`src/rtl/core/rhsv_pkg.sv`:
```
package rhsv_pkg;

    localparam int unsigned HUE_FRAC_BITS_DEFAULT = 6;
    localparam int unsigned CHAN_W                = 8;
    localparam int unsigned HUE_W                 = 15;
    localparam int unsigned SAT_W                 = 8;
    localparam int unsigned S_TDATA_W             = 24;
    localparam int unsigned M_TDATA_W             = 32;

    // per-pixel status that rides along the divider row
    typedef struct packed {
        logic neg;
        logic grey;
        logic black;
    } rhsv_flags_t;

endpackage

```
`src/rtl/core/rhsv_front.sv`:
```
module rhsv_front #(
    parameter int unsigned HUE_FRAC_BITS = rhsv_pkg::HUE_FRAC_BITS_DEFAULT,
    parameter int unsigned WORD_W        = 12,
    parameter int unsigned BASE_W        = 15
) (
    input  logic                                aclk,
    input  logic                                aresetn,
    input  logic                                en,
    input  logic                                in_valid,
    input  logic [rhsv_pkg::CHAN_W-1:0]         red,
    input  logic [rhsv_pkg::CHAN_W-1:0]         green,
    input  logic [rhsv_pkg::CHAN_W-1:0]         blue,
    output logic                                out_valid,
    output rhsv_pkg::rhsv_flags_t               out_flags,
    output logic [BASE_W-1:0]                   out_base,
    output logic [rhsv_pkg::CHAN_W-1:0]         out_value,
    output logic [rhsv_pkg::CHAN_W-1:0]         out_delta,
    output logic [rhsv_pkg::CHAN_W-1:0]         out_hue_rem,
    output logic [WORD_W-1:0]                   out_hue_word,
    output logic [rhsv_pkg::CHAN_W-1:0]         out_sat_rem,
    output logic [WORD_W-1:0]                   out_sat_word
);

    localparam int unsigned CW         = rhsv_pkg::CHAN_W;
    localparam int unsigned NUM_W      = WORD_W + CW;
    localparam int unsigned HUE_SIXTY  = 60 * (2 ** HUE_FRAC_BITS);
    localparam int unsigned HUE_FULL   = 6 * HUE_SIXTY;

    logic                   valid_reg;
    rhsv_pkg::rhsv_flags_t  flags_reg, flags_next;
    logic [BASE_W-1:0]      base_reg, base_next;
    logic [CW-1:0]          value_reg, value_next;
    logic [CW-1:0]          delta_reg, delta_next;
    logic [NUM_W-1:0]       hue_num_reg, hue_num_next;
    logic [NUM_W-1:0]       sat_num_reg, sat_num_next;

    logic          red_max, green_max;
    logic [CW-1:0] lo, pos_term, neg_term, mag;

    always_comb begin
        red_max   = (red >= green) && (red >= blue);
        green_max = !red_max && (green >= blue);
        if (red_max) begin
            value_next = red;
            pos_term   = green;
            neg_term   = blue;
        end else if (green_max) begin
            value_next = green;
            pos_term   = blue;
            neg_term   = red;
        end else begin
            value_next = blue;
            pos_term   = red;
            neg_term   = green;
        end
        lo = red;
        if (green < lo) begin
            lo = green;
        end
        if (blue < lo) begin
            lo = blue;
        end
        delta_next       = value_next - lo;
        flags_next.neg   = pos_term < neg_term;
        flags_next.grey  = delta_next == '0;
        flags_next.black = value_next == '0;
        mag = flags_next.neg ? (neg_term - pos_term) : (pos_term - neg_term);
        if (red_max) begin
            base_next = flags_next.neg ? BASE_W'(HUE_FULL) : '0;
        end else if (green_max) begin
            base_next = BASE_W'(2 * HUE_SIXTY);
        end else begin
            base_next = BASE_W'(4 * HUE_SIXTY);
        end
        hue_num_next = NUM_W'(HUE_SIXTY) * NUM_W'(mag);
        sat_num_next = (NUM_W'(delta_next) << CW) - NUM_W'(delta_next);
    end

    always_ff @(posedge aclk) begin
        if (!aresetn) begin
            valid_reg <= 1'b0;
        end else if (en) begin
            valid_reg <= in_valid;
        end
    end

    always_ff @(posedge aclk) begin
        if (en) begin
            flags_reg   <= flags_next;
            base_reg    <= base_next;
            value_reg   <= value_next;
            delta_reg   <= delta_next;
            hue_num_reg <= hue_num_next;
            sat_num_reg <= sat_num_next;
        end
    end

    assign out_valid    = valid_reg;
    assign out_flags    = flags_reg;
    assign out_base     = base_reg;
    assign out_value    = value_reg;
    assign out_delta    = delta_reg;
    assign out_hue_rem  = hue_num_reg[NUM_W-1:WORD_W];
    assign out_hue_word = hue_num_reg[WORD_W-1:0];
    assign out_sat_rem  = sat_num_reg[NUM_W-1:WORD_W];
    assign out_sat_word = sat_num_reg[WORD_W-1:0];

endmodule

```
`src/rtl/core/rhsv_cell.sv`:
```
module rhsv_cell #(
    parameter int unsigned WORD_W = 12,
    parameter int unsigned BASE_W = 15
) (
    input  logic                                aclk,
    input  logic                                aresetn,
    input  logic                                en,
    input  logic                                in_valid,
    input  rhsv_pkg::rhsv_flags_t               in_flags,
    input  logic [BASE_W-1:0]                   in_base,
    input  logic [rhsv_pkg::CHAN_W-1:0]         in_value,
    input  logic [rhsv_pkg::CHAN_W-1:0]         in_delta,
    input  logic [rhsv_pkg::CHAN_W-1:0]         in_hue_rem,
    input  logic [WORD_W-1:0]                   in_hue_word,
    input  logic [rhsv_pkg::CHAN_W-1:0]         in_sat_rem,
    input  logic [WORD_W-1:0]                   in_sat_word,
    output logic                                out_valid,
    output rhsv_pkg::rhsv_flags_t               out_flags,
    output logic [BASE_W-1:0]                   out_base,
    output logic [rhsv_pkg::CHAN_W-1:0]         out_value,
    output logic [rhsv_pkg::CHAN_W-1:0]         out_delta,
    output logic [rhsv_pkg::CHAN_W-1:0]         out_hue_rem,
    output logic [WORD_W-1:0]                   out_hue_word,
    output logic [rhsv_pkg::CHAN_W-1:0]         out_sat_rem,
    output logic [WORD_W-1:0]                   out_sat_word
);

    localparam int unsigned CW = rhsv_pkg::CHAN_W;

    logic                   valid_reg;
    rhsv_pkg::rhsv_flags_t  flags_reg;
    logic [BASE_W-1:0]      base_reg;
    logic [CW-1:0]          value_reg;
    logic [CW-1:0]          delta_reg;
    logic [CW-1:0]          hue_rem_reg, hue_rem_next;
    logic [WORD_W-1:0]      hue_word_reg, hue_word_next;
    logic [CW-1:0]          sat_rem_reg, sat_rem_next;
    logic [WORD_W-1:0]      sat_word_reg, sat_word_next;

    logic [CW:0] hue_trial, hue_diff, sat_trial, sat_diff;
    logic        hue_ge, sat_ge;

    // one restoring step per division: one quotient bit per cell
    always_comb begin
        hue_trial     = {in_hue_rem, in_hue_word[WORD_W-1]};
        hue_diff      = hue_trial - {1'b0, in_delta};
        hue_ge        = hue_trial >= {1'b0, in_delta};
        hue_rem_next  = hue_ge ? hue_diff[CW-1:0] : hue_trial[CW-1:0];
        hue_word_next = {in_hue_word[WORD_W-2:0], hue_ge};

        sat_trial     = {in_sat_rem, in_sat_word[WORD_W-1]};
        sat_diff      = sat_trial - {1'b0, in_value};
        sat_ge        = sat_trial >= {1'b0, in_value};
        sat_rem_next  = sat_ge ? sat_diff[CW-1:0] : sat_trial[CW-1:0];
        sat_word_next = {in_sat_word[WORD_W-2:0], sat_ge};
    end

    always_ff @(posedge aclk) begin
        if (!aresetn) begin
            valid_reg <= 1'b0;
        end else if (en) begin
            valid_reg <= in_valid;
        end
    end

    always_ff @(posedge aclk) begin
        if (en) begin
            flags_reg    <= in_flags;
            base_reg     <= in_base;
            value_reg    <= in_value;
            delta_reg    <= in_delta;
            hue_rem_reg  <= hue_rem_next;
            hue_word_reg <= hue_word_next;
            sat_rem_reg  <= sat_rem_next;
            sat_word_reg <= sat_word_next;
        end
    end

    assign out_valid    = valid_reg;
    assign out_flags    = flags_reg;
    assign out_base     = base_reg;
    assign out_value    = value_reg;
    assign out_delta    = delta_reg;
    assign out_hue_rem  = hue_rem_reg;
    assign out_hue_word = hue_word_reg;
    assign out_sat_rem  = sat_rem_reg;
    assign out_sat_word = sat_word_reg;

endmodule

```
`src/rtl/core/rhsv_back.sv`:
```
module rhsv_back #(
    parameter int unsigned HUE_FRAC_BITS = rhsv_pkg::HUE_FRAC_BITS_DEFAULT,
    parameter int unsigned WORD_W        = 12,
    parameter int unsigned BASE_W        = 15
) (
    input  logic                                aclk,
    input  logic                                aresetn,
    input  logic                                en,
    input  logic                                in_valid,
    input  rhsv_pkg::rhsv_flags_t               in_flags,
    input  logic [BASE_W-1:0]                   in_base,
    input  logic [rhsv_pkg::CHAN_W-1:0]         in_value,
    input  logic [WORD_W-1:0]                   in_hue_quot,
    input  logic [WORD_W-1:0]                   in_sat_quot,
    output logic                                out_valid,
    output logic [rhsv_pkg::M_TDATA_W-1:0]      out_data
);

    localparam int unsigned HUE_W     = rhsv_pkg::HUE_W;
    localparam int unsigned SAT_W     = rhsv_pkg::SAT_W;
    localparam int unsigned CW        = rhsv_pkg::CHAN_W;
    localparam int unsigned HUE_SIXTY = 60 * (2 ** HUE_FRAC_BITS);
    localparam int unsigned HUE_FULL  = 6 * HUE_SIXTY;
    localparam int unsigned HCW       = (BASE_W > HUE_W) ? BASE_W : HUE_W;
    localparam int unsigned PAD_W     = rhsv_pkg::M_TDATA_W - HUE_W - SAT_W - CW;

    logic                  valid_reg;
    logic [HUE_W-1:0]      hue_reg, hue_next;
    logic [SAT_W-1:0]      sat_reg, sat_next;
    logic [CW-1:0]         value_reg;

    logic [BASE_W-1:0] hue_sum, hue_wrap;
    logic [HCW-1:0]    hue_wide;

    always_comb begin
        hue_sum = in_flags.neg ? (in_base - BASE_W'(in_hue_quot))
                               : (in_base + BASE_W'(in_hue_quot));
        // a full turn wraps to zero
        hue_wrap = (hue_sum >= BASE_W'(HUE_FULL)) ? (hue_sum - BASE_W'(HUE_FULL)) : hue_sum;
        hue_wide = HCW'(hue_wrap);
        hue_next = in_flags.grey ? '0 : hue_wide[HUE_W-1:0];
        sat_next = in_flags.black ? '0 : in_sat_quot[SAT_W-1:0];
    end

    always_ff @(posedge aclk) begin
        if (!aresetn) begin
            valid_reg <= 1'b0;
        end else if (en) begin
            valid_reg <= in_valid;
        end
    end

    always_ff @(posedge aclk) begin
        if (en) begin
            hue_reg   <= hue_next;
            sat_reg   <= sat_next;
            value_reg <= in_value;
        end
    end

    assign out_valid = valid_reg;
    assign out_data  = {{PAD_W{1'b0}}, value_reg, sat_reg, hue_reg};

endmodule

```
`src/rtl/core/rgb_to_hsv_unit.sv`:
```
// rgb to hsv conversion, one pixel of 8-bit channels per request
//
// input stream s_*: tdata carries red [7:0], green [15:8], blue [23:16]
// output stream m_*: tdata carries hue [14:0] in degrees scaled by
// 2^HUE_FRAC_BITS, saturation [22:15] (255 is full), value [30:23]
//
// a front stage finds max, min and the hue branch, then a row of identical
// divider cells resolves one quotient bit per cell for both the hue and the
// saturation division, and a final stage adds the branch offset
// a pixel passes the front register, WORD_W cells and the final register, where
// WORD_W is the larger of 8 and the bit count of 60 * 2^HUE_FRAC_BITS (one cell per bit)
// throughput: one pixel per cycle, except while m_tready stalls the pipeline
//
// the whole pipeline advances when the output register is empty or taken;
// while m_tready is low with a result waiting, every stage holds and
// s_tready drops, so no result is lost
// reset empties the pipeline; nothing else is kept between pixels
module rgb_to_hsv_unit #(
    parameter int unsigned HUE_FRAC_BITS = rhsv_pkg::HUE_FRAC_BITS_DEFAULT
) (
    input  logic                               aclk,
    input  logic                               aresetn,
    input  logic                               s_tvalid,
    output logic                               s_tready,
    input  logic [rhsv_pkg::S_TDATA_W-1:0]     s_tdata,   // red, green, blue
    output logic                               m_tvalid,
    input  logic                               m_tready,
    output logic [rhsv_pkg::M_TDATA_W-1:0]     m_tdata    // hue, saturation, value, pad
);

    localparam int unsigned CW        = rhsv_pkg::CHAN_W;
    localparam int unsigned HUE_SIXTY = 60 * (2 ** HUE_FRAC_BITS);
    localparam int unsigned QH_W      = $clog2(HUE_SIXTY + 1);
    localparam int unsigned WORD_W    = (QH_W > CW) ? QH_W : CW;
    localparam int unsigned BASE_W    = $clog2(6 * HUE_SIXTY + 1);

    logic en;

    logic                  st_valid [0:WORD_W];
    rhsv_pkg::rhsv_flags_t st_flags [0:WORD_W];
    logic [BASE_W-1:0]     st_base  [0:WORD_W];
    logic [CW-1:0]         st_value [0:WORD_W];
    logic [CW-1:0]         st_delta [0:WORD_W];
    logic [CW-1:0]         st_hrem  [0:WORD_W];
    logic [WORD_W-1:0]     st_hword [0:WORD_W];
    logic [CW-1:0]         st_srem  [0:WORD_W];
    logic [WORD_W-1:0]     st_sword [0:WORD_W];

    assign en       = !m_tvalid || m_tready;
    assign s_tready = en;

    rhsv_front #(
        .HUE_FRAC_BITS (HUE_FRAC_BITS),
        .WORD_W        (WORD_W),
        .BASE_W        (BASE_W)
    ) u_front (
        .aclk         (aclk),
        .aresetn      (aresetn),
        .en           (en),
        .in_valid     (s_tvalid),
        .red          (s_tdata[CW-1:0]),
        .green        (s_tdata[2*CW-1:CW]),
        .blue         (s_tdata[3*CW-1:2*CW]),
        .out_valid    (st_valid[0]),
        .out_flags    (st_flags[0]),
        .out_base     (st_base[0]),
        .out_value    (st_value[0]),
        .out_delta    (st_delta[0]),
        .out_hue_rem  (st_hrem[0]),
        .out_hue_word (st_hword[0]),
        .out_sat_rem  (st_srem[0]),
        .out_sat_word (st_sword[0])
    );

    for (genvar i = 0; i < WORD_W; i++) begin : g_cell
        rhsv_cell #(
            .WORD_W (WORD_W),
            .BASE_W (BASE_W)
        ) u_cell (
            .aclk         (aclk),
            .aresetn      (aresetn),
            .en           (en),
            .in_valid     (st_valid[i]),
            .in_flags     (st_flags[i]),
            .in_base      (st_base[i]),
            .in_value     (st_value[i]),
            .in_delta     (st_delta[i]),
            .in_hue_rem   (st_hrem[i]),
            .in_hue_word  (st_hword[i]),
            .in_sat_rem   (st_srem[i]),
            .in_sat_word  (st_sword[i]),
            .out_valid    (st_valid[i+1]),
            .out_flags    (st_flags[i+1]),
            .out_base     (st_base[i+1]),
            .out_value    (st_value[i+1]),
            .out_delta    (st_delta[i+1]),
            .out_hue_rem  (st_hrem[i+1]),
            .out_hue_word (st_hword[i+1]),
            .out_sat_rem  (st_srem[i+1]),
            .out_sat_word (st_sword[i+1])
        );
    end

    rhsv_back #(
        .HUE_FRAC_BITS (HUE_FRAC_BITS),
        .WORD_W        (WORD_W),
        .BASE_W        (BASE_W)
    ) u_back (
        .aclk        (aclk),
        .aresetn     (aresetn),
        .en          (en),
        .in_valid    (st_valid[WORD_W]),
        .in_flags    (st_flags[WORD_W]),
        .in_base     (st_base[WORD_W]),
        .in_value    (st_value[WORD_W]),
        .in_hue_quot (st_hword[WORD_W]),
        .in_sat_quot (st_sword[WORD_W]),
        .out_valid   (m_tvalid),
        .out_data    (m_tdata)
    );

endmodule
```
`config.mk`:
```
export PLATFORM = sky130hd
export DESIGN_NAME = rgb_to_hsv_unit
export DESIGN_NICKNAME = d
export VERILOG_FILES = /design/src/rtl/core/rhsv_pkg.sv /design/src/rtl/core/rhsv_front.sv /design/src/rtl/core/rhsv_cell.sv /design/src/rtl/core/rhsv_back.sv /design/src/rtl/core/rgb_to_hsv_unit.sv
export SDC_FILE = /design/constraint.sdc
export NUM_CORES = 1
export LEC_CHECK = 0
export BUFFER_PORTS_ARGS = -buffer_cell sky130_fd_sc_hd__buf_2
export CORE_MARGIN = 1.5
export CORE_UTILIZATION = 55
export CTS_BUF_LIST = sky130_fd_sc_hd__clkbuf_16
export DETAILED_ROUTE_END_ITERATION = 8
export PLACE_DENSITY = 0.71
export SETUP_SLACK_MARGIN = 0.4
export SLEW_MARGIN = 20
export SYNTH_ARGS = -nofsm -noshare
export SYNTH_HDL_FRONTEND = slang
export SYNTH_HIERARCHICAL = 1
export SYNTH_SLANG_ARGS = --single-unit
```
`constraint.sdc`:
```
create_clock -name aclk -period 74.6 [get_ports aclk]
set_clock_uncertainty 0.1 [all_clocks]
set_input_delay 18.65 -clock aclk [delete_from_list [all_inputs] [get_ports aclk]]
set_output_delay 18.65 -clock aclk [all_outputs]
set_load 0.01 [all_outputs]
```
Yosys cells after proc, flatten, opt, wreduce, memory -nomap -nowiden
Cells that the tools add are included.
{"block": "totals", "regBits": 908, "latch_bits": 0, "ramBits": 0, "romBits": 0, "out_inout_bits": 34, "wordCells": 253, "n_memories": 0}
{"block": "classes", "addsub": 29, "mul": 1, "div_mod_pow": 0, "order_cmp": 31, "n_eq_ne": 0, "shift": 0, "n_mux": 36, "bitwise_logic": 0, "n_reduce_logical": 7}
{"operator": "8-bit two-way mux", "n": 31}
{"operator": "9-bit by 8-bit >= comparator with 1-bit output", "n": 24}
{"operator": "8-bit subtractor", "n": 25}
{"operator": "15-bit two-way mux", "n": 4}
{"operator": "8-bit >= comparator", "n": 3}
{"operator": "8-bit < comparator", "n": 3}
{"operator": "16-bit by 8-bit subtractor with 17-bit output", "n": 1}
{"operator": "8-bit logical NOT", "n": 2}
{"operator": "15-bit by 12-bit adder with 15-bit output", "n": 1}
{"operator": "15-bit >= comparator (second input constant)", "n": 1}
{"operator": "15-bit by 12-bit subtractor with 15-bit output", "n": 1}
{"operator": "15-bit subtractor (second input constant)", "n": 1}
{"operator": "14-bit two-way mux", "n": 1}
{"operator": "4-bit by 8-bit multiplier with 12-bit output (first input constant)", "n": 1}
{"operator": "1-bit logical AND", "n": 2}
{"operator": "1-bit logical NOT", "n": 2}
{"operator": "1-bit logical OR", "n": 1}

Longest topological paths before layout
{"block": "depth", "ltp_word": 9, "mapped_depth": 35, "mapped_depth_nobuf": 32}

Hierarchy
The synthesis kept the hierarchy.
{"module": "rhsv_cell (g_cell[11].u_cell ...)", "n_inst": 7, "cells_per_inst": 203, "area_each_um2": 3218.1, "seq_area_each_um2": 2242.2}
{"module": "rhsv_cell (g_cell[0].u_cell ...)", "n_inst": 4, "cells_per_inst": 199, "area_each_um2": 3194.3, "seq_area_each_um2": 2242.2}
{"module": "rhsv_front", "n_inst": 1, "cells_per_inst": 560, "area_each_um2": 5287.6, "seq_area_each_um2": 1581.5}
{"module": "rhsv_cell (g_cell[10].u_cell)", "n_inst": 1, "cells_per_inst": 203, "area_each_um2": 3225.6, "seq_area_each_um2": 2242.2}
{"module": "rhsv_back", "n_inst": 1, "cells_per_inst": 219, "area_each_um2": 2242.2, "seq_area_each_um2": 950.9}
{"module": "rgb_to_hsv_unit", "n_inst": 1, "cells_per_inst": 1, "area_each_um2": 6.3, "seq_area_each_um2": 0.0}

Worst setup path before layout
No wires, ideal clock.
{"block": "synth_path", "kind": "input -> output", "startpoint": "input port m_tready", "endpoint": "output port s_tready", "t_arrival_ps": 42275, "slack_ps": 13575, "stages": 1, "n_path_buf": 0, "cell_sequence": "nand2b_1"}
{"block": "synth_between", "elab_chain_len": 1}
{"element": "from (decl)", "line_no": "rgb_to_hsv_unit.sv:27", "rtl": "input logic m_tready,"}
{"element": "1-bit logical OR", "line_no": "rgb_to_hsv_unit.sv:49", "rtl": "assign en = !m_tvalid || m_tready;"}
{"element": "to (decl)", "line_no": "rgb_to_hsv_unit.sv:24", "rtl": "output logic s_tready,"}
Every way passes these cells.

Final worst setup path
Ends and elaborated chain as after synthesis.

==> qor.yml <==
outcome:
  status: "complete, no violations"
cts:
  worstSkewPairLatency_ns: 0.64
  path_clk_slew_ns: 0.06
  clkSinkCount: 919
  clk_path_buf_depth: 3
  post-cts-setup-buffer-count: 0
  ctsHoldBuffers: 0
  tritoncts: "done"
  cts_made_buffers: 94
  cts-resized-gates: 0
  cts-root-buf: "clkbuf_16"
  cts_htree_levels: 3
logic_synthesis:
  synth_area_per_cell_um2: 14.2
  netlist_instances: 3061
  syn_area_um2: 43500
  yosys_warnings: 6
final_layout:
  final-seq-area_um2: 27500
  multi_input_area_um2: 14600
  final_layout_size_suffix_gt1_share_pct: 12.6
  fillers: 5723
  area.growth.synth_to_final_pct: 10.7
  antenna_cells: 0
  finalNetCount: 3540
  largest_reg_flops: 180
global_route:
  grt_first_pass_wirelength_mm: 117
  grt_usage_pct: 17.6
  grt_overflow: 0
  antenna_found_initial: 2
  grt_pass1_vias: 24300
  grt_max_degree: 93
detailed_routing:
  finalWirelength_mm: 71.2
  drc: 0
  avgViaCountPerCell: 5.53
  drt_iter0_markers: 1335
  wl_per_cell_um: 16.5
  dr.pass1.iters: 7
  antenna_left: 0
  dr_total_vias: 23800
place:
  io_buffers: 60
  hpwlAfterDp_mm: 50.0
  routabilityCongestion: 0.895
setup_path:
  crit_arrival_ns: 19.74
  crit_required_ns: 55.85
  cp_cell_sequence: "buf_2, nand2b_4, buf_2"
  worstSetupPathType: "input port to output port"
  path_delay_family: "simple AND/OR/NAND/NOR gates"
  critPathMaxStageDelay_ns: 0.72
  start_kind: "input port"
  worst-path-buf-inv: 2
  path_max_fanout: 68
  crit_slowest_cell: "nand2b_4"
  cpMostUsedCell: "buf_2"
  crit_path_end_kind: "output port"
floorplan:
  rows: 102
  die_y_um: 284
  die_area_um2: 80900
  start_util_pct: 55.9
  core_area_um2: 77800
  die_w_um: 284
  io_pins: 62
sta:
  finalMaxSlewViolations: 0
  period_share_pct: 51.6
  relSlewSlack_pct: 27.4
  finalSetupViolCount: 0
  worst_pin_slew_ns: 1.09
  grt_setup_unrepaired: "no"
  fmax_mhz: 26.0
  fin_setup_tns_ns: 0
  finalCriticalPeriod_ns: 38.49
  hold_violations: 0
min_path:
  hold_class: "register to register"
run:
  drv_cap: 0
-- worst paths after layout --
check	cells after the start	slack [ns]	start	to
setup / recovery	3	36.11	m_tready	s_tready
hold / removal	0	0.30	g_cell[2].u_cell/out_sat_word[5]$_DFFE_PP_	g_cell[3].u_cell/out_sat_word[6]$_DFFE_PP_
setup reg to reg	5	69.88	u_back/out_valid$_SDFFE_PN0P_	g_cell[10].u_cell/out_value[0]$_DFFE_PP_
hold reg to reg	0	0.30	g_cell[2].u_cell/out_sat_word[5]$_DFFE_PP_	g_cell[3].u_cell/out_sat_word[6]$_DFFE_PP_
-- through the flow --
step                      utilization, %  instance area, µm²  cells  hold WS, ns  worst slack, ns
after CTS                           61.8               48100   4313        0.303            36.03
after global routing                61.9               48200   4314        0.307            36.01
final                               61.9               48200   4314        0.302            36.11
after detailed placement            57.9               45000   4142        0.305            36.06
after global placement              57.9               45000   4142        0.300            36.06
after floorplan                        -               43600   3078        0.300            15.14
-- metal layers --
layer  up-vias  part of all wire [%]  GRT usage, %
met5         -                 0.038             0
met4         4                   2.6          6.12
met3       143                   3.8          3.11
met2       442                    52          31.8
met1     11500                    42          21.0
li1      11700                     -             -
-- cell type report --
type                            instances  share of cell area, %
Clock buffer                           94                   4.88
Tap cell                             1040                   2.70
Timing Repair Buffer                   74                  0.891
Sequential cell                       919                   57.0
Clock inverter                         77                   1.57
Inverter                              345                   2.69
Multi-Input combinational cell       1765                   30.3
-- layout by cell type (no fill, tap or decap), types with 46 or more instances in the layout --
master     count
buf_2         60
a21o_1        72
o21ai_0       70
nand3_1       73
inv_1        344
nor2_1       141
ha_1         276
nor2b_1       64
edfxtp_1     905
clkbuf_16     94
a21oi_1      172
mux2i_1       99
mux2_2       118
nand2_1       46
xnor2_1       84
Power is left out: the tool's default activity adds up to more than one toggle a clock period on the data nets, which glitch-free logic cannot reach.
